`src/hdl/lad_pkg.sv`:
```
`timescale 1ns / 1ps
// ----------------------------------------------------------------------------
// lad_pkg
// Shared sizes, request and status codes, and controller states of the
// linear array deque.
// ----------------------------------------------------------------------------
package lad_pkg;

	localparam int DEPTH   = 16;
	localparam int IDX_W   = $clog2(DEPTH);
	localparam int DATA_W  = 32;
	localparam int REQ_W   = 3;
	localparam int STS_W   = 2;

	typedef logic [IDX_W-1:0] idx_t;

	typedef enum logic [REQ_W-1:0] {
		REQ_INS_FRONT = 3'd0,
		REQ_INS_REAR  = 3'd1,
		REQ_REM_FRONT = 3'd2,
		REQ_REM_REAR  = 3'd3,
		REQ_WALK      = 3'd4
	} req_t;

	typedef enum logic [STS_W-1:0] {
		STS_OK     = 2'd0,
		STS_NOROOM = 2'd1,
		STS_EMPTY  = 2'd2
	} status_t;

	typedef enum logic [1:0] {
		ST_IDLE,
		ST_READ,
		ST_WALK
	} state_t;

endpackage

```
`src/hdl/linear_array_deque.sv`:
```
`timescale 1ns / 1ps
// ----------------------------------------------------------------------------
// linear_array_deque
// Double-ended queue in a linear, non-wrapping slot RAM with head and tail
// indices and an empty flag.
// ----------------------------------------------------------------------------
//  channel   handshake                 payload
//  request   start / busy              req_type, value
//  result    strobe (one cycle)        status, data, last
//
//  An insert, or any request on an empty queue, is answered at once; its result
//  shows in the next cycle. A removal reads the slot RAM, whose read data is
//  registered, and passes that data on in the read state. A walk steps the
//  single RAM read port from head to tail, one result per element held.
//  Reset clears the indices and sets the empty flag; the slot RAM is not cleared.
//  The receiver cannot stall; a new request may be accepted in the cycle
//  the previous result is on the ports.
// ----------------------------------------------------------------------------
module linear_array_deque (
	input  logic                          clk,
	input  logic                          arst_n,
	input  logic                          start,
	output logic                          busy,
	input  logic [lad_pkg::REQ_W-1:0]     req_type,
	input  logic signed [lad_pkg::DATA_W-1:0] value,
	output logic                          strobe,
	output logic [lad_pkg::STS_W-1:0]     status,
	output logic signed [lad_pkg::DATA_W-1:0] data,
	output logic                          last
);

	import lad_pkg::*;

	state_t  state_q, state_d;
	idx_t    head_q, head_d;
	idx_t    tail_q, tail_d;
	logic    empty_q, empty_d;
	idx_t    ptr_q, ptr_d;

	logic    accept;
	logic    wr_en, rd_en;
	idx_t    wr_addr, rd_addr;
	logic [DATA_W-1:0] wr_data, rd_data;

	logic    emit;
	status_t emit_status;
	logic [DATA_W-1:0] emit_data;
	logic    emit_last;

	logic    strobe_q;
	status_t status_q;
	logic [DATA_W-1:0] data_q;
	logic    last_q;

	assign busy   = (state_q != ST_IDLE);
	assign accept = start && !busy;

	lad_ram #(
		.WIDTH(DATA_W),
		.DEPTH(DEPTH)
	) u_slots (
		.clk     (clk),
		.wr_en   (wr_en),
		.wr_addr (wr_addr),
		.wr_data (wr_data),
		.rd_en   (rd_en),
		.rd_addr (rd_addr),
		.rd_data (rd_data)
	);

	// next state
	always_comb begin
		state_d = state_q;
		case (state_q)
			ST_IDLE: begin
				if (accept && !empty_q) begin
					case (req_type)
						REQ_REM_FRONT, REQ_REM_REAR: state_d = ST_READ;
						REQ_WALK:                    state_d = ST_WALK;
						default:                     state_d = ST_IDLE;
					endcase
				end
			end
			ST_READ: state_d = ST_IDLE;
			ST_WALK: begin
				if (ptr_q == tail_q) begin
					state_d = ST_IDLE;
				end
			end
			default: state_d = ST_IDLE;
		endcase
	end

	// datapath control and results
	always_comb begin
		head_d      = head_q;
		tail_d      = tail_q;
		empty_d     = empty_q;
		ptr_d       = ptr_q;
		wr_en       = 1'b0;
		wr_addr     = head_q;
		wr_data     = value;
		rd_en       = 1'b0;
		rd_addr     = head_q;
		emit        = 1'b0;
		emit_status = STS_OK;
		emit_data   = '0;
		emit_last   = 1'b1;
		case (state_q)
			ST_IDLE: begin
				if (accept) begin
					case (req_type)
						REQ_INS_FRONT: begin
							emit = 1'b1;
							if (empty_q || head_q == '0) begin
								emit_status = STS_NOROOM;
							end else begin
								head_d  = head_q - idx_t'(1);
								wr_en   = 1'b1;
								wr_addr = head_q - idx_t'(1);
							end
						end
						REQ_INS_REAR: begin
							emit = 1'b1;
							if (empty_q) begin
								head_d  = '0;
								tail_d  = '0;
								empty_d = 1'b0;
								wr_en   = 1'b1;
								wr_addr = '0;
							end else if (tail_q == idx_t'(DEPTH - 1)) begin
								emit_status = STS_NOROOM;
							end else begin
								tail_d  = tail_q + idx_t'(1);
								wr_en   = 1'b1;
								wr_addr = tail_q + idx_t'(1);
							end
						end
						REQ_REM_FRONT, REQ_REM_REAR: begin
							if (empty_q) begin
								emit        = 1'b1;
								emit_status = STS_EMPTY;
							end else begin
								rd_en   = 1'b1;
								rd_addr = (req_type == REQ_REM_FRONT) ? head_q : tail_q;
								// drop the last element: both indices back to slot 0
								if (head_q == tail_q) begin
									head_d  = '0;
									tail_d  = '0;
									empty_d = 1'b1;
								end else if (req_type == REQ_REM_FRONT) begin
									head_d = head_q + idx_t'(1);
								end else begin
									tail_d = tail_q - idx_t'(1);
								end
							end
						end
						REQ_WALK: begin
							if (empty_q) begin
								emit        = 1'b1;
								emit_status = STS_EMPTY;
							end else begin
								rd_en   = 1'b1;
								rd_addr = head_q;
								ptr_d   = head_q;
							end
						end
						default: begin
						end
					endcase
				end
			end
			ST_READ: begin
				emit      = 1'b1;
				emit_data = rd_data;
			end
			ST_WALK: begin
				emit      = 1'b1;
				emit_data = rd_data;
				emit_last = (ptr_q == tail_q);
				// advance to the next slot while not at the tail
				if (ptr_q != tail_q) begin
					rd_en   = 1'b1;
					rd_addr = ptr_q + idx_t'(1);
					ptr_d   = ptr_q + idx_t'(1);
				end
			end
			default: begin
			end
		endcase
	end

	always_ff @(posedge clk or negedge arst_n) begin
		if (!arst_n) begin
			state_q  <= ST_IDLE;
			head_q   <= '0;
			tail_q   <= '0;
			empty_q  <= 1'b1;
			strobe_q <= 1'b0;
		end else begin
			state_q  <= state_d;
			head_q   <= head_d;
			tail_q   <= tail_d;
			empty_q  <= empty_d;
			strobe_q <= emit;
		end
	end

	always_ff @(posedge clk) begin
		ptr_q <= ptr_d;
		if (emit) begin
			status_q <= emit_status;
			data_q   <= emit_data;
			last_q   <= emit_last;
		end
	end

	assign strobe = strobe_q;
	assign status = status_q;
	assign data   = signed'(data_q);
	assign last   = last_q;

endmodule

```
`src/hdl/lad_ram.sv`:
```
`timescale 1ns / 1ps
// ----------------------------------------------------------------------------
// lad_ram
// Simple dual-port RAM: one write port, one read port with registered data.
// ----------------------------------------------------------------------------
module lad_ram #(
	parameter int WIDTH = 32,
	parameter int DEPTH = 16
) (
	input  logic                     clk,
	input  logic                     wr_en,
	input  logic [$clog2(DEPTH)-1:0] wr_addr,
	input  logic [WIDTH-1:0]         wr_data,
	input  logic                     rd_en,
	input  logic [$clog2(DEPTH)-1:0] rd_addr,
	output logic [WIDTH-1:0]         rd_data
);

	logic [WIDTH-1:0] mem [DEPTH];

	always_ff @(posedge clk) begin
		if (wr_en) begin
			mem[wr_addr] <= wr_data;
		end
		if (rd_en) begin
			rd_data <= mem[rd_addr];
		end
	end

endmodule
```
`config.mk`:
```
export PLATFORM = sky130hd
export DESIGN_NAME = linear_array_deque
export DESIGN_NICKNAME = d
export VERILOG_FILES = /design/src/hdl/lad_pkg.sv /design/src/hdl/linear_array_deque.sv /design/src/hdl/lad_ram.sv
export SDC_FILE = /design/constraint.sdc
export NUM_CORES = 1
export LEC_CHECK = 0
export ABC_AREA = 1
export BUFFER_PORTS_ARGS = -buffer_cell sky130_fd_sc_hd__buf_4
export CORE_MARGIN = 8
export CORE_UTILIZATION = 45
export CTS_CLUSTER_DIAMETER = 60
export DETAILED_ROUTE_END_ITERATION = 7
export SYNTH_ARGS = -nofsm -noshare
export SYNTH_HDL_FRONTEND = slang
export SYNTH_SLANG_ARGS = --single-unit
```
`constraint.sdc`:
```
create_clock -name clk -period 9.7 [get_ports clk]
set_clock_uncertainty 0.1 [all_clocks]
set_input_delay 0.97 -clock clk [delete_from_list [all_inputs] [get_ports clk]]
set_output_delay 0.97 -clock clk [all_outputs]
set_load 0.005 [all_outputs]
```
After elaboration in Yosys (flattened, before gate mapping)
Memory sizes are Yosys's and may differ from the RTL's. A register that Yosys moved wholly into a read port is not among the register bits.
Cells that the tools add are included.
W data, S select, Z words.
- memories kept: 1
- input bits: 38
- bits in writable memories: 512
- logic and storage cells: 115
- bits in registers: 51
- output and inout bits: 37
- memory list (name ; words ; width ; read ports ; clocked after Yosys merged registers in ; wr ports ; RTL line ; source):
    u_slots.mem ; 16 ; 32 ; 1 ; 1 ; 1 ; lad_ram.sv:19 ; logic [WIDTH-1:0] mem [DEPTH];
- reduce and logical (&&, ||, !) cells: 22
- equality and inequality tests: 21
- multiplexer cells: 57
- add/sub/neg operators: 5
- operators by type and width (kind ; count):
    $mux W4 ; 23
    $pmux W4 S2 ; 4
    $mux W1 ; 18
    $ne A2 B2 Y1 const B ; 8
    $add A4 B1 Y4 const B ; 3
    $pmux W4 S3 ; 1
    $reduce_and A6 Y1 ; 2
    $pmux W1 S2 ; 5
    $ne A3 B3 Y1 const B ; 3
    $eq A4 B4 Y1 ; 2
    $pmux W2 S2 ; 2
    $sub A4 B1 Y4 const B ; 2
    $eq A3 B2 Y1 const B ; 2
    $mux W2 ; 3
    $pmux W2 S3 ; 1
    $reduce_bool A2 Y1 ; 3
    $reduce_or A2 Y1 ; 3
    $reduce_and A5 Y1 ; 1
    $eq A4 B4 Y1 const B ; 1
    $logic_not A4 Y1 ; 1
    $ne A4 B4 Y1 ; 1
    $reduce_and A2 Y1 ; 2
    $eq A3 B1 Y1 const B ; 1
    $eq A3 B3 Y1 const B ; 1
    other kinds (10) ; 12

Logic depth before layout (Yosys ltp)
Gate-level depths: netlist of run 1.
- depth in word-level cells: 8
- depth in mapped cells: 18
- gate-level depth less buffers: 15

By module
Synthesis of run 1 repeated with hierarchy kept, for this count alone.
- cell total of the unflattened synthesis: 2517
- area total of the unflattened synthesis: 26137.6 sq um
- modules (own cells, without submodules) (module ; cells each ; seq. area each (sq um) ; instances ; area each (sq um)):
    lad_ram ; 2120 ; 16335.7 ; 1 ; 23050.9
    linear_array_deque ; 397 ; 1472.7 ; 1 ; 3086.7

Worst setup path before layout of run 1
No wires, ideal clock.
- path kind: input to register
- start: in req_type[2] (netlist bit)
- end: reg u_slots.rd_data[0] (read register of u_slots.mem), enable pin
- setup time: 466 ps
- data arrival time: 3590 ps
- buffers on the path: 0
- stages on the path: 5
- setup slack: 5544 ps
- required time: 9134 ps
- cells stage by stage: inv_1 > nand2_1 > inv_1 > a21oi_1 > o21ai_0
- elaborated cells between the ends (all ways): 13
- classes of those cells: eq/ne (3); mux (8); reduce/logical (2)
- RTL lines (item ; RTL line ; source):
    start, declared ; linear_array_deque.sv:24 ; input logic [lad_pkg::REQ_W-1:0] req_type,
    $eq A3 B2 Y1 / $eq A3 B3 Y1 (equally long branches) ; linear_array_deque.sv:112 ; case (req_type)
    $reduce_or A3 Y1 (no line) (*) ; - ;
    $mux W1 (*) ; - ;
    $mux W1 (*) ; linear_array_deque.sv:111 ; if (accept) begin
    $pmux W1 S2 (*) ; linear_array_deque.sv:109 ; case (state_q)
    net rd_en ; linear_array_deque.sv:41 ; logic wr_en, rd_en;
    end, declared ; lad_ram.sv:16 ; output logic [WIDTH-1:0] rd_data
Mark *: on every way through the listed nets, which the timed path passes. The rest lies on a longest branch.
A chain may end at the register's enable or synchronous reset.

Worst setup path in the final report of run 1
- start: reg state_q[0]
- end: reg u_slots.rd_data[18] (read register of u_slots.mem) (data pin)
- word-level cells in the longest chain between the ends: 5
- elaborated cells between the ends (all ways): 9
- classes of those cells: eq/ne (1); mux (4); reduce/logical (4)
- ends and longest elaborated chain (item ; RTL line ; source):
    start, declared ; linear_array_deque.sv:34 ; state_t state_q, state_d;
    start signal, assigned ; linear_array_deque.sv:201 ; state_q <= state_d;
    $reduce_bool A2 Y1 ; linear_array_deque.sv:55 ; assign busy = (state_q != ST_IDLE);
    $logic_not A1 Y1 ; linear_array_deque.sv:56 ; assign accept = start && !busy;
    $logic_and A1 B1 Y1 ; linear_array_deque.sv:56 ;
    $mux W4 / $mux W1 (equally long branches) ; linear_array_deque.sv:111 ;
    $pmux W4 S2 / $pmux W1 S2 (equally long branches) ; linear_array_deque.sv:109 ;
Parallel ways exist; a longest one is shown, timed or not.

==> results of run 1 <==
-- kinds of logic after synthesis --
logic type,after synthesis,share of synthesized area
AO/OA/AOI/OAI,52,0.0117
XOR/XNOR,9,0.00304
adder cells (fa/ha/maj),8,0.00386
buffers and inverters,471,0.0790
flip-flops,595,0.686
AND/OR/NAND/NOR,1287,0.216
-- through the flow --
stage	setup WS (ns)	cells	utilization	instance area, um2	total power [mW]
2_1_floorplan	5.54	2422	-	26000	5.69
3_3_place_gp	4.91	3150	0.472	27100	6.58
3_5_place_dp	4.89	3151	0.472	27100	6.59
4_1_cts	5.23	3264	0.506	29000	8.87
5_1_grt	4.86	3264	0.506	29000	9.34
6_report	5.20	3264	0.506	29000	8.81
-- worst max-delay path, delay by kind of cell (launching register included) --
kind          cells  cell delay, ns
fa+ha+maj         1            0.42
buf+inv           2            0.99
flops             1            0.38
simple gates      9            2.21
-- cells in the mapped netlist, types with 10 or more instances --
cell type	instances
nand3_1	589
a21oi_1	10
edfxtp_1	583
buf_4	28
clkbuf_1	18
o21ai_0	23
buf_6	10
dfrtp_1	11
nand2_1	636
nor2_1	44
buf_2	81
inv_1	323
-- how the worst min path moves through the flow --
stage	from	end	slack [ns]	depth (start not counted)
after floorplan	u_slots.rd_data[0]$_DFFE_PP_	data[0]$_SDFFCE_PN0P_	0.38	2
after global placement	u_slots.rd_data[27]$_DFFE_PP_	data[27]$_SDFFCE_PN0P_	0.39	2
after detailed placement	u_slots.rd_data[27]$_DFFE_PP_	data[27]$_SDFFCE_PN0P_	0.39	2
after CTS	arst_n	head_q[1]$_DFFE_PN0P_	0.04	1
after global routing	arst_n	head_q[1]$_DFFE_PN0P_	0.07	1
final	arst_n	head_q[1]$_DFFE_PN0P_	0.08	1
-- cell type report --
| cell class | count | area (um2) |
|---|---|---|
| Fill cell | 5057 | 28300 |
| Tap cell | 765 | 957 |
| Clock buffer | 67 | 1560 |
| Timing Repair Buffer | 104 | 793 |
| Multi-Input combinational cell | 1356 | 6290 |
| Sequential cell | 595 | 17800 |
| Clock inverter | 46 | 368 |
| Inverter | 331 | 1250 |
-- registers in the layout, indices dropped and copies added (netlist names) --
name             count
data                32
u_slots.mem        512
status               2
head_q               4
strobe               1
state_q              2
u_slots.rd_data     32
last                 1
tail_q               4
empty_q              1
ptr_q                4
-- per-layer routing --
layer  wire length [um]  share of wire  vias to the layer above
li1                   -              -                     8188
met1              27800           0.43                     8432
met2              30700           0.47                      636
met3               4660          0.072                      129
met4               1730          0.027                        4
met5                 24        0.00037                        -
-- power by group through the flow --
stage	registers (mW)	clock network (mW)	logic, mW
4_1_cts	3.27	2.31	3.29
5_1_grt	3.29	2.40	3.64
3_3_place_gp	3.32	0	3.26
2_1_floorplan	3.29	0	2.40
6_report	3.27	2.27	3.27
3_5_place_dp	3.32	0	3.28
==> reports/results.txt, run 1 <==
Slew @ Worst Pin: 1.34 ns
Die area: 65600 um2
Synth top area cells: edfxtp_1 67%, nand3_1 11%, nand2_1 9.2%
Clock sinks: 595
Dpl hpwl: 32900 um
Number of remaining DRC errors: 0
Post-synth ARST share: 0.0202
Most used cell, CP: nand3_1
Skew-Pair Late Insertion Delay: 0.63 ns
Met1 Use GR: 0.262
Layout area overhead: 11.8%
First-pass GRT wire length: 99500 um
Cell Area, Synth: 26000 um2
Number of global-route vias before repair: 16.7k
Clk buf depth: 3
Distinct cells, synth: 36
Power per cell area: 304 nW/um2
Final hold vios: 0
Vias per cell: 5.33
Antenna violations before repair: 2
Number of synthesized flops with an enable pin: 583
Syn_nets: 2468
Worst min-delay path class: input port to async pin
Synth Warn #: 0
RR Endpoint: u_slots.rd_data[18]$_DFFE_PP_
CP max stage cell: nand2_8
Register share of total power: 0.371
Clock Power Share: 0.258
Area leader, netlist: edfxtp_1
Num CTS Buffers: 60
Setup crit start kind: flip-flop
VDD IR max: 0.321 mV
Ant. Diodes: 0
Crit path capture type: flip-flop
Fin. max-slew vios: 0
Worst EP required: 9.98 ns
Met2 Use GR: 0.321
Synth Instances: 2422
Fin crit share: 0.464
WL/cell: 19.9 um
GR Overflow Total: 0
Max-cap violations: 0
Peak Freq: 222 MHz
Layout cells sized above 1: 0.0948
Most frequent cells in the layout: 635 x nand2_1, 589 x nand3_1, 583 x edfxtp_1, 322 x inv_1, 103 x buf_4
H-tree depth: 2
Io pins: 75
Worst rel slew slack: 0.104
Crit Path Max Fanout: 170
RSZ-0062 raised after global routing: false
Routed wire length: 64900 um
Switching share of power: 0.384
First-pass DRT Iterations: 6
Starting Density: 0.452
Predominant post-synthesis flop cell: edfxtp_1
Outcome: completed
DIE WIDTH: 256 um
CP Class: flip-flop to flip-flop
Total GRT Usage: 0.194
Worst path cell trace: inv_1, ha_1, nand3_1, nand2_2, nand2_8, nand2_8, buf_4, nand2_1, nand3_1, nand3_1, nand3_1, nand2_1
Setup TNS Final: 0 ns
Flops & latches, synth: 595
Crit path time final: 4.50 ns
Cts repair resizes: 0
Largest net degree at the start of global routing: 171
Port bufs: 74
Reg2Reg Depth: 12
Antenna Violating Nets Remaining: 0
Number of cell rows: 88
Busiest grt layer: met2
CTS tree: built
CTS Hold Bufs: 0
Commonest non-fill, non-tap cell in the layout: nand2_1
Register area share after synthesis: 0.686
Syn Area/Cell: 10.7 um2
Pint: 5.43 mW
Logic gate share of total power: 0.371
Endpoints failing setup: 0
Clk Tree Root Cell: clkbuf_16
Drt initial violations: 1484
Die height: 256 um
Setup crit end: u_slots.rd_data[18]$_DFFE_PP_
Worst path max stage delay: 0.96 ns
P_leak: 11.9 nW
Arrival @ worst endpoint: 4.78 ns
Critical R2R Launch: state_q[0]$_DFFE_PN0P_
Hold_ws: 0.0798 ns
P_sw: 3.38 mW
Share of Yosys cell area claimed by the top area cell type: 0.674
Core Area: 57400 um2
Nets: 2494
Worst reg-to-reg setup slack: 5.20 ns
M3 GR Usage: 0.0286
Routability cong.: 0.871
Post-CTS Setup Inserts: 0
Clk slew on worst S/H paths: 0.06 ns
Via count: 17.4k
CP startpoint: state_q[0]$_DFFE_PN0P_
Power figures use the tool's default switching activity.
==> run 2, diff against run 1 <==
- clock period: 9.7 -> 4.2 ns (I/O delays scaled with it)
==> run 2 against run 1 <==
  * Hold slack lost 0.046 ns
  * Largest cell class unchanged
  * Cell count is 1.0% higher
  * Critical path type unchanged
  * Wire length is 2.0% higher
  * Non-clock buffer count up 28
  * Register-to-register slack got worse by 4.7 ns
  * Global-route usage up 0.55 points
==> reports/results.txt, run 2 (synthesis gave the netlist of run 1 again) <==
Outcome: completed
Switching share of power: 0.388 (+0.00453)
Logic gate share of total power: 0.384 (+0.013)
Worst path max stage delay: 0.56 ns (-0.40 ns)
CP Class: flip-flop to flip-flop
Arrival @ worst endpoint: 3.83 ns (-0.95 ns)
Via count: 17.5k (+0.64%)
Non-filler cells, final: 3297 (+1.0%)
Vias per cell: 5.31 (-0.37%)
Port bufs: 74 (unchanged)
GR Overflow Total: 0 (unchanged)
Slew @ Worst Pin: 0.992 ns (-0.348 ns)
Largest Register: u_slots.mem
Register share of total power: 0.358 (-0.013)
Die area: 65600 um2 (unchanged)
Largest net degree at the start of global routing: 198 (+16%)
Dpl hpwl: 36300 um (+10%)
Num CTS Buffers: 66 (+10%)
Max reg flops: 512 (unchanged)
DIE WIDTH: 256 um (unchanged)
Routed wire length: 66200 um (+2.0%)
Endpoints failing setup: 0 (unchanged)
Antenna Violating Nets Remaining: 0 (unchanged)
Nets: 2528 (+1.4%)
Pint: 12.8 mW (+140%)
Cells after DPL: 3176 (+0.79%)
CP max stage cell: a211oi_1
Crit path capture type: flip-flop
Most used cell, CP: nand2_1
Setup crit start kind: flip-flop
Crit Path Max Fanout: 23 (-86%)
Number of cell rows: 88 (unchanged)
Starting Density: 0.452 (unchanged)
Crit path time final: 3.68 ns (-0.817 ns)
P_leak: 12.1 nW (+2.0%)
Final hold vios: 0 (unchanged)
Worst min-delay path class: input port to flip-flop
Skew-Pair Late Insertion Delay: 0.61 ns (-0.02 ns)
CP delay by family, top: compound AO/OA/AOI/OAI gates
Number of fill cells: 5073 (+0.32%)
Number of remaining DRC errors: 0 (unchanged)
Total power: 20.9 mW (+140%)
Worst rel slew slack: 0.339 (+0.234)
Layout cells sized above 1: 0.103 (+0.00828)
CP bufs+invs: 3 (+1)
Peak Freq: 271 MHz (+22%)
Number of global-route vias before repair: 17.1k (+2.2%)
Die height: 256 um (unchanged)
Io pins: 75 (unchanged)
Clock sinks: 595 (unchanged)
WL/cell: 20.1 um (+0.95%)
Core Area: 57400 um2 (unchanged)
Clock Power Share: 0.258 (about the same)
Setup TNS Final: 0 ns (unchanged)
Total GRT Usage: 0.200 (+0.00552)
Worst path cell trace: inv_1, ha_1, nand2_1, o21ai_1, inv_1, nand2_1, nand3_1, a211oi_1, nand2_1, nor2_4, buf_4
Fin crit share: 0.877 (+0.413)
P_sw: 8.12 mW (+140%)
Drt initial violations: 1645 (+11%)
Antenna violations before repair: 2 (unchanged)
RSZ-0062 raised after global routing: false
CTS tree: built
Routability cong.: 0.851 (-2.3%)
Layout area overhead: 13.6%
VDD IR max: 0.570 mV (+78%)
Max-cap violations: 0 (unchanged)
First-pass DRT Iterations: 6 (unchanged)
Clk buf depth: 3 (unchanged)
Fin. max-slew vios: 0 (unchanged)
Most frequent cells in the layout: 635 x nand2_1, 589 x nand3_1, 583 x edfxtp_1, 322 x inv_1, 114 x buf_4
Commonest non-fill, non-tap cell in the layout: nand2_1
Cts repair resizes: 0 (unchanged)
Power per cell area: 709 nW/um2 (+130%)
H-tree depth: 3 (+1)
First-pass GRT wire length: 103000 um (+3.1%)
Clk slew on worst S/H paths: 0.06 ns (about the same)
Clk Tree Root Cell: clkbuf_16
Worst EP required: 4.35 ns (-5.63 ns)
run 2: changes by cell type in the layout (fill, tap and decap cells not counted), moves of 3 or more:
cell           delta
buf_12           +14
buf_4            +11
bufinv_16         -4
clkbuf_1          +8
clkbuf_16         +7
clkinv_1          -3
clkinv_2          -5
clkinv_8          +3
dlygate4sd3_1     +3
run 2: final timing paths:
path                                          startpoint  cells after the start                             to  slack, ns
min in group asynchronous                         arst_n                      2          head_q[1]$_DFFE_PN0P_       0.12
max in group asynchronous                         arst_n                      2            empty_q$_DFFE_PN1P_       3.62
max                                head_q[1]$_DFFE_PN0P_                     11  u_slots.mem[15][18]$_DFFE_PP_       0.52
max reg2reg                        head_q[1]$_DFFE_PN0P_                     11  u_slots.mem[15][18]$_DFFE_PP_       0.52
min reg2reg                u_slots.rd_data[25]$_DFFE_PP_                      2         data[25]$_SDFFCE_PN0P_       0.40
min                                            value[11]                      1  u_slots.mem[12][11]$_DFFE_PP_       0.03
run 2: layout make-up:
| class | count | area, um2 | share of cell area |
|---|---|---|---|
| flip-flops and latches | 595 | 17800 | 0.604 |
| multi-input cells | 1356 | 6290 | 0.213 |
| clock buffers | 81 | 1750 | 0.0594 |
| inverters | 331 | 1250 | 0.0423 |
| repair buffers | 132 | 1190 | 0.0402 |
| well taps | 765 | 957 | 0.0325 |
| clock inverters | 36 | 255 | 0.00865 |
| diodes | 1 | 2.50 | 0.0000848 |
run 2: layer usage:
layer,up-vias,part of all wire,routed length [um],GRT usage
met5,-,0,0,0
met2,598,0.46,30600,0.314
li1,8270,-,-,-
met3,127,0.066,4340,0.0307
met1,8505,0.44,29100,0.277
met4,0,0.032,2140,0.0793
run 2: power by group through the flow:
stage | registers, mW | logic (mW) | clock network (mW)
after floorplan | 7.60 | 5.54 | 0
after global placement | 7.61 | 8.03 | 0
after detailed placement | 7.62 | 8.06 | 0
after CTS | 7.50 | 8.10 | 5.50
after global routing | 7.55 | 8.95 | 5.70
final | 7.50 | 8.03 | 5.39
run 2: through the flow:
step	setup WS, ns	hold slack [ns]	instance area (um2)	util
floorplan	0.306	0.0244	26000	-
global placement	0.629	0.194	27500	0.479
detailed placement	0.608	0.187	27500	0.479
CTS	0.571	0.00101	29500	0.514
global route	0.319	0.0308	29500	0.514
finish	0.515	0.0340	29500	0.514
run 2: repair_timing:
| item | 4_1_cts | 5_1_grt |
|---|---|---|
| hold buffers | 3 | 0 |
| setup buffers | 0 | 0 |
| endpoints found under the hold margin | 34 | 0 |
